===== config.mk =====
export PLATFORM = sky130hd
export DESIGN_NAME = ravg_ram
export DESIGN_NICKNAME = d
export VERILOG_FILES = /design/src/rtl/ravg_ram.sv
export SDC_FILE = /design/constraint.sdc
export NUM_CORES = 1
export LEC_CHECK = 0
export BUFFER_PORTS_ARGS = -buffer_cell sky130_fd_sc_hd__buf_4
export CORE_ASPECT_RATIO = 0.5
export CORE_UTILIZATION = 30
export DETAILED_ROUTE_END_ITERATION = 16
export SLEW_MARGIN = 20
export SYNTH_ARGS = -nofsm -noshare
export SYNTH_HDL_FRONTEND = slang
export SYNTH_SLANG_ARGS = --single-unit

===== constraint.sdc =====
create_clock -name clk -period 2.58 [get_ports clk]
set_input_delay 0.387 -clock clk [delete_from_list [all_inputs] [get_ports clk]]
set_output_delay 0.387 -clock clk [all_outputs]
set_load 0.01 [all_outputs]

===== src/rtl/ravg_ram.sv =====
// Generic single-write, single-read synchronous RAM with a registered read port.
`timescale 1ns / 1ps

module ravg_ram #(
    parameter int WIDTH = 8,
    parameter int DEPTH = 16
) (
    input  logic                     clk,
    input  logic                     we,
    input  logic [$clog2(DEPTH)-1:0] waddr,
    input  logic [WIDTH-1:0]         wdata,
    input  logic                     re,
    input  logic [$clog2(DEPTH)-1:0] raddr,
    output logic [WIDTH-1:0]         rdata
);

    logic [WIDTH-1:0] mem [DEPTH];
    logic [WIDTH-1:0] rdata_reg;

    always_ff @(posedge clk)
    begin
        if (we)
        begin
            mem[waddr] <= wdata;
        end
        if (re)
        begin
            rdata_reg <= mem[raddr];
        end
    end

    assign rdata = rdata_reg;

endmodule


==> run summary <==
Status: complete, no violations
Post-synth EDFFs: 136
TNS Setup: 0 ns
Total Routing Usage GR: 0.121
Most instantiated cells after synthesis: edfxtp_1, mux4_2, a22oi_1, mux4_1, nor2_1
Period utilization: 0.676
Fin. Hold Viols: 0
Drt drc: 0
CTS Hold Bufs: 0
Vias in the first global route: 2521
Synth cell types: 18
Setup Skew: 0.00700 ns
Seq/Total Area, Yosys: 0.781
Most used DFF post-synth: edfxtp_1
Reg-to-Reg Start: mem[3][7]$_DFFE_PP_
Cell family with most CP delay: multiplexers
First-pass GRT wire length: 15100 um
Die width: 189 um
Leakage: 2.17 nW
Top-area cell type share of the netlist area: 0.781
Startpoint Class: primary input
M2 GR Usage: 0.205
Crit path capture: rdata[0]$_DFFE_PP_
Clk_lat worst skew: 0.42 ns
Hold Path Origin: wdata[1]
Critical Path End Type: flip-flop
Mapped cell area: 0.00523 mm^2
H-Tree Depth: 4
DRT Pass-1 Iters: 4
WL final: 10200 um
Die area: 0.0180 mm^2
CTS tree: yes
Largest fanout on the critical path: 20
Final Util: 0.387
Area grow syn2layout: 23.8%
Post-cts resize count: 0
R2R setup slack: 1.00 ns
Fmax: 573 MHz
Worst Reg-to-Reg Cells: 3
Die height: 95.3 um
RSZ-0062 raised after global routing: no
Met1 global-route usage: 0.147
Yosys reg bits: 136
Diode count: 0
Clock root buffer: clkbuf_16
Avg Cell Area, Syn: 22.8 um^2
Worst Setup SP: raddr[0]
Max cap viols: 0
Synth Net Count: 248
Final setup violating endpoints: 0
P per Cell Area: 865 mW/mm^2
Setup CP Type: in -> reg
Yosys warning count: 0
CTS Buf Count: 17
Per-cell routed wire length: 19.5 um
Critical path buffers and inverters: 2
Asr flop ratio synth: 0
Yosys top cell by area: edfxtp_1
Clock Sinks: 136
Levels on crit path: 5
Placer congestion estimate: 0.701
Buffers on Ports: 26
Core ar.: 0.0167 mm^2
Layout cell share with drive strength beyond 1: 0.315
Largest net degree at the start of global routing: 33
Slew headroom: 0.466
Post-DP HPWL: 6410 um
Worst EP arrival: 1.90 ns
Critical Path RT: 2.74 ns
Largest cells by area after synthesis: edfxtp_1, mux4_2, mux4_1, a22oi_1, nor2_1
Minimum clock period: 1.74 ns
Post-DR vias/cell: 4.61
CP Cell Sequence: buf_4, buf_12, mux4_1, a22oi_1, nand2_1
Gate Count Post-Synth: 229
Busiest grt layer: met2
Worst-path clk slew: 0.06 ns
Postcts setup bufs: 0
Initial Util: 0.313
Peak VDD IR: 408 uV
Initial DRC count: 239
Worst Max-Slew Pin Slew: 0.800 ns
Vias: 2407
GRT overflow: 0
Count leader, synth: edfxtp_1
R2r endpoint: rdata[7]$_DFFE_PP_
Worst hold path class: in -> reg
Final Net Count: 301
ANT nets after route: 0
Antenna violations before repair: 0
Ports: 27
Met3 Use GR: 0.0317
Crit-path max cell delay: 0.57 ns
Row count: 33
CP max stage cell: mux4_1
Max FFs per register: 128
Max-slew violation count: 0
CTS max path bufs: 2
[final cells by class]
class	count	area (um^2)
tap	227	284
clock inverter	15	279
clock buffer	17	425
multi-input combinational	83	1060
fill	1458	10200
timing repair buffer	44	343
sequential	136	4080
[metrics by stage]
| step | std cells | instance area [um^2] | worst slack, ns | hold WS [ns] | total power (W) |
|---|---|---|---|---|---|
| floorplan | 229 | 5230 | 0.700 | 0.486 | 0.00268 |
| detailed placement | 490 | 5770 | 0.410 | 0.702 | 0.00279 |
| finish | 522 | 6470 | 0.836 | 0.276 | 0.00560 |
| CTS | 522 | 6470 | 0.854 | 0.264 | 0.00564 |
| global placement | 490 | 5770 | 0.417 | 0.683 | 0.00278 |
| global route | 522 | 6470 | 0.811 | 0.280 | 0.00575 |
[cells by family after synthesis]
kind of cell           share of synthesized area
flip-flops                                 0.781
AND/OR/NAND/NOR                           0.0314
multiplexers                               0.148
AO/OA/AOI/OAI                             0.0230
buffers and inverters                     0.0165
[worst min path at each step]
| stage | to | slack (ns) | cells after the start |
|---|---|---|---|
| after detailed placement | mem[14][1]$_DFFE_PP_ | 0.70 | 1 |
| after global routing | rdata[0]$_DFFE_PP_ | 0.28 | 1 |
| after CTS | mem[15][1]$_DFFE_PP_ | 0.26 | 1 |
| after floorplan | mem[0][0]$_DFFE_PP_ | 0.49 | 0 |
| final | mem[11][1]$_DFFE_PP_ | 0.28 | 1 |
| after global placement | mem[9][2]$_DFFE_PP_ | 0.68 | 1 |
[worst reg2reg max path: cells and delay by family (launching register included)]
family,cells,cell delay (ns)
compound gates,1,0.38
mux,1,0.47
simple gates,1,0.10
flops,1,0.37
[cell usage in the layout, fill, tap and decap left out, types with 2 or more instances in the layout]
| master | n |
|---|---|
| buf_4 | 43 |
| bufinv_16 | 8 |
| nor3_1 | 4 |
| clkbuf_16 | 17 |
| edfxtp_1 | 136 |
| clkinv_1 | 2 |
| nor2_1 | 13 |
| mux4_2 | 18 |
| mux4_1 | 14 |
| clkinv_2 | 3 |
| nand2_1 | 9 |
| nand2b_1 | 2 |
| a22oi_1 | 16 |
| nand3b_1 | 2 |
[metal layers]
metal	share of wire	wire length [um]	vias to the layer above
li1	-	-	1089
met1	0.45	4560	1249
met2	0.49	5030	59
met3	0.046	470	10
met4	0.014	138	0
met5	0	0	-
[power breakdown]
part / switching, W / leakage, nW / internal, W
clock network: 0.000863 / 0.342 / 0.00199
registers: 0.0000140 / 1.24 / 0.00249
logic: 0.000130 / 0.596 / 0.000108
total: 0.00101 / 2.17 / 0.00459
No activity file was read; power rests on OpenSTA's default activity.
