==> config.mk <==
export PLATFORM = sky130hd
export DESIGN_NAME = ravg_div
export DESIGN_NICKNAME = d
export VERILOG_FILES = /design/src/rtl/ravg_pkg.sv /design/src/rtl/ravg_div.sv
export SDC_FILE = /design/constraint.sdc
export NUM_CORES = 1
export LEC_CHECK = 0
export BUFFER_PORTS_ARGS = -buffer_cell sky130_fd_sc_hd__buf_2
export CORE_MARGIN = 2
export CORE_UTILIZATION = 51
export CTS_CLUSTER_DIAMETER = 30
export DETAILED_ROUTE_END_ITERATION = 8
export PLACE_DENSITY_LB_ADDON = 0.2
export SLEW_MARGIN = 20
export SYNTH_ARGS = -nofsm -noshare
export SYNTH_HDL_FRONTEND = slang
export SYNTH_SLANG_ARGS = --single-unit
==> constraint.sdc <==
create_clock -name clk -period 2.5 [get_ports clk]
set_input_delay 0.25 -clock clk [delete_from_list [all_inputs] [get_ports clk]]
set_output_delay 0.25 -clock clk [all_outputs]
set_load 0.02 [all_outputs]
==> src/rtl/ravg_pkg.sv <==
// Shared constants, codes and types for the range-average prefix-sum block.
`timescale 1ns / 1ps

package ravg_pkg;

    // Array capacity and the widths that follow from it.
    localparam int MAX_ELEMENTS = 1024;
    localparam int CNT_W        = $clog2(MAX_ELEMENTS + 1);
    localparam int DEPTH        = MAX_ELEMENTS + 1;
    localparam int ADDR_W       = $clog2(DEPTH);

    // Field widths of the words on the two channels.
    localparam int REQ_W  = 2;
    localparam int VAL_W  = 8;
    localparam int IDX_W  = 10;
    localparam int STAT_W = 2;
    localparam int AVG_W  = 8;

    // A running sum of up to MAX_ELEMENTS signed bytes.
    localparam int SUM_W = VAL_W + $clog2(MAX_ELEMENTS);

    typedef enum logic [REQ_W-1:0] {
        REQ_APPEND = 2'd0,
        REQ_QUERY  = 2'd1,
        REQ_CLEAR  = 2'd2
    } req_t;

    typedef enum logic [STAT_W-1:0] {
        ST_OK        = 2'd0,
        ST_BAD_RANGE = 2'd1,
        ST_FULL      = 2'd2
    } status_t;

    // Request from the control logic to the divider.
    typedef struct packed {
        logic               start;
        logic               negate;
        logic [SUM_W-1:0]   magnitude;
        logic [IDX_W-1:0]   divisor;
    } div_req_t;

endpackage

==> src/rtl/ravg_div.sv <==
// Iterative restoring divider: one quotient bit per cycle, signed result truncated toward zero.
`timescale 1ns / 1ps

module ravg_div (
    input  logic                            clk,
    input  logic                            rst_n,
    input  ravg_pkg::div_req_t              req,
    output logic                            done,
    output logic signed [ravg_pkg::AVG_W-1:0] quotient
);

    localparam int STEP_W = $clog2(ravg_pkg::SUM_W);

    logic                          busy_reg;
    logic                          done_reg;
    logic                          neg_reg;
    logic [STEP_W-1:0]             step_reg;
    logic [ravg_pkg::SUM_W-1:0]    quo_reg;
    logic [ravg_pkg::IDX_W-1:0]    rem_reg;
    logic [ravg_pkg::IDX_W-1:0]    div_reg;

    logic [ravg_pkg::IDX_W:0]      shifted;
    logic                          fits;
    logic [ravg_pkg::IDX_W:0]      diff;
    logic [ravg_pkg::AVG_W-1:0]    q_low;

    // Bring down the next dividend bit and try to subtract the divisor.
    always_comb
    begin
        shifted = {rem_reg, quo_reg[ravg_pkg::SUM_W-1]};
        diff    = shifted - {1'b0, div_reg};
        fits    = (shifted >= {1'b0, div_reg});
    end

    always_ff @(posedge clk or negedge rst_n)
    begin
        if (!rst_n)
        begin
            busy_reg <= 1'b0;
            done_reg <= 1'b0;
            step_reg <= '0;
        end
        else
        begin
            done_reg <= 1'b0;
            if (req.start)
            begin
                busy_reg <= 1'b1;
                step_reg <= '0;
            end
            else if (busy_reg)
            begin
                step_reg <= step_reg + STEP_W'(1);
                if (step_reg == STEP_W'(ravg_pkg::SUM_W - 1))
                begin
                    busy_reg <= 1'b0;
                    done_reg <= 1'b1;
                end
            end
        end
    end

    always_ff @(posedge clk)
    begin
        if (req.start)
        begin
            quo_reg <= req.magnitude;
            rem_reg <= '0;
            div_reg <= req.divisor;
            neg_reg <= req.negate;
        end
        else if (busy_reg)
        begin
            quo_reg <= {quo_reg[ravg_pkg::SUM_W-2:0], fits};
            rem_reg <= fits ? diff[ravg_pkg::IDX_W-1:0] : shifted[ravg_pkg::IDX_W-1:0];
        end
    end

    // The magnitude of an average of bytes never exceeds 128, so the low bits suffice.
    assign q_low    = quo_reg[ravg_pkg::AVG_W-1:0];
    assign quotient = neg_reg ? (~q_low + ravg_pkg::AVG_W'(1)) : q_low;
    assign done     = done_reg;

endmodule

==> results.cfg <==
[outcome]
status = finished with violations
violations = setup timing

[floorplanning]
rows = 25
core_area_sq_mm = 0.00472
die_area_sq_mm = 0.00550
num_io_pins = 41
die_w_um = 74.2
start_util_pct = 53.2
dieHeight_um = 74.2

[layout]
syn2layout_area_growth_pct = 15.8
fin_nets = 312
fill_cells = 390
largest_register_ffs = 18
antennaDiodeCount = 0
drive_above_1_share_pct = 29.6

[worst_setup_path]
crit_top_cell = inv_1
cp.required_ns = 2.71
reg2reg_slack_ns = -0.16
crit_chain = inv_1, ha_1, inv_1, fa_2, a211oi_2, nor2_1, or4b_1, and3_1, or3_1, a311oi_2
arrival_ns = 2.87
crit_fanout = 2
cpPeakStageDelay_ns = 0.49
critPathKind = reg -> reg
cp-start-kind = flip-flop
cpMaxStageDelayCell = or4b_1
crit_path_end_kind = flip-flop
rr_worst_depth = 10

[timing]
rsz0062_at_grt = yes
relSlewSlack_pct = 67.7
setup-violations-final = 1
final.min_clock_period_ns = 2.66
clock.fmax_mhz = 377
post-route-period-util_pct = 106
setup_ws_ns = -0.156
maxSlewViolCount = 0
finClkSkew_ns = 0.0101
fin_setup_tns_ns = -0.156
holdWs_ns = 0.116
hold_viol = 0
tightest_slew_ns = 0.484

[power_and_ir_drop]
pwr-share-clk_pct = 31.2
pwr-share-seq_pct = 51.1
leakage_uw = 0.00122
combPwrFrac_pct = 17.7
p_int_uw = 1320
p_switching_uw = 446
peakVddDrop_v = 0.000280
power_density_mw_per_mm2 = 606
sw_frac_of_total_pct = 25.3

[route]
drt-vias-per-instance = 5.26
highest_layer = met4
detail_route.iter0.violations = 136
remaining_drc_errors = 0
vias = 1758
dr_wl_met2_um = 2130
first_pass_iters = 4
ant_nets = 0
route.met3.wl_um = 157
wl_met1_um = 2150
routed_wl_um = 4480
wire_per_inst_um = 13.4

[synthesis]
synthTopCellsByArea = edfxtp_1 35%, dfxtp_1 8.0%, mux2_2 7.2%
synth_most_common_cell = edfxtp_1
synth_warnings = 0
syn_area_sq_mm = 0.00251
postSynth.topFlopCell = edfxtp_1
synth.distinct_cells = 50
yosysSeqAreaShare_pct = 49.6
yosys.area.top_type = edfxtp_1
yosys.area.top_type_share_pct = 34.7
ys_seq_elements = 46
synth_edf_count = 29
synth_commonest_cells = 29 x edfxtp_1, 17 x nor2_1, 16 x mux2_2, 15 x inv_1, 13 x ha_1
netlist_instances = 221
synth_nets = 267
syn_area_per_cell_sq_um = 11.4
async_reset_ff_share_pct = 15.2

[place]
port_buffers = 40
pre_cts_ws_ns = -0.110
dp_hpwl_um = 3260
gp_congestion = 0.769

[cts]
cts.clk_slew.worst_paths_ns = 0.09
htreeDepth = 2
clock_sink_count = 46
cts_made_buffers = 5
cts_tree = built
clock_latency_ns = 0.30
ctsRootBufferMaster = clkbuf_8
cts_max_path_buffers = 2

[grt]
grtUsageTotal_pct = 18.4
grt_max_degree = 32
first_global_vias = 1641
grt-ovfl-total = 0
antenna_found_initial = 0
grt_pass1_wl_um = 7620

[worst_hold_path]
hp-class = in -> reg
hold_depth = 1

[job]
cap_violations = 0
power by group through the flow:
stage / Combinational, uW / Clock (uW) / Sequential [uW]
2_1_floorplan: 224 / 0 / 909
3_3_place_gp: 308 / 0 / 916
3_5_place_dp: 310 / 0 / 918
4_1_cts: 314 / 568 / 900
5_1_grt: 349 / 595 / 907
6_report: 312 / 551 / 900
logic make-up (layout without fill, tap and decap cells):
kind of cell | after synthesis | after routing | share of synthesized area, %
fa+ha+maj | 14 | 14 | 7.27
simple gates | 58 | 58 | 12.4
flops | 46 | 46 | 49.6
mux | 19 | 19 | 8.42
xor+xnor | 16 | 16 | 5.58
compound gates | 44 | 44 | 12.1
buf+inv | 24 | 70 | 4.63
metal layers:
layer,global-route usage [%],up-vias
li1,-,889
met1,25.8,837
met2,28.4,28
met3,4.61,4
met4,5.45,0
met5,0,-
cell usage in the layout (no fill, tap or decap), types with 6 or more instances in the layout:
cell type and count:
nor2_1 17, dfxtp_1 10, inv_1 15, buf_2 40, edfxtp_1 29, a211oi_1 6
dfrtp_1 7, o21ai_0 9, ha_1 13, xnor2_1 11, nand2_1 9, mux2_2 16
buf_4 6, a21oi_1 6
what timing repair did:
item,4_1_cts,5_1_grt
cloned,0,0
buffers inserted,0,0
hold buffers,1,0
gates resized for setup,0,1
endpoints found under the setup margin,1,2
endpoints found under the hold margin,7,0
critical path: cells and delay by family (launching register included):
family	cells	cell delay (ns)
adder cells (fa/ha/maj)	2	0.51
buffers and inverters	2	0.14
AND/OR/NAND/NOR	4	1.10
AO/OA/AOI/OAI	2	0.45
flip-flops	1	0.37
worst paths after layout:
| check | endpoint | startpoint |
|---|---|---|
| max | rem_reg[8] | quo_reg[17] |
| min | neg_reg | req[28] |
| max reg2reg | rem_reg[8] | quo_reg[17] |
| min reg2reg | rem_reg[2] | rem_reg[2] |
| max in group asynchronous | step_reg[1] | rst_n |
| min in group asynchronous | done | rst_n |
layout make-up:
cell class	count	area, sq um	share of cell area (%)
Sequential cell	46	1250	42.9
Timing Repair Buffer	47	255	8.78
Clock buffer	6	72.6	2.50
Clock inverter	2	37.5	1.29
Multi-Input combinational cell	151	1160	39.8
Tap cell	67	83.8	2.88
Inverter	15	56.3	1.94
through the flow:
step | util [%] | cells | total power, uW | cell area [sq um]
floorplan | - | 221 | 1130 | 2510
global placement | 58.9 | 325 | 1220 | 2780
detailed placement | 58.9 | 325 | 1230 | 2780
CTS | 61.5 | 334 | 1780 | 2900
global route | 61.6 | 334 | 1850 | 2910
finish | 61.6 | 334 | 1760 | 2910
(Power assumes the default switching activity.)
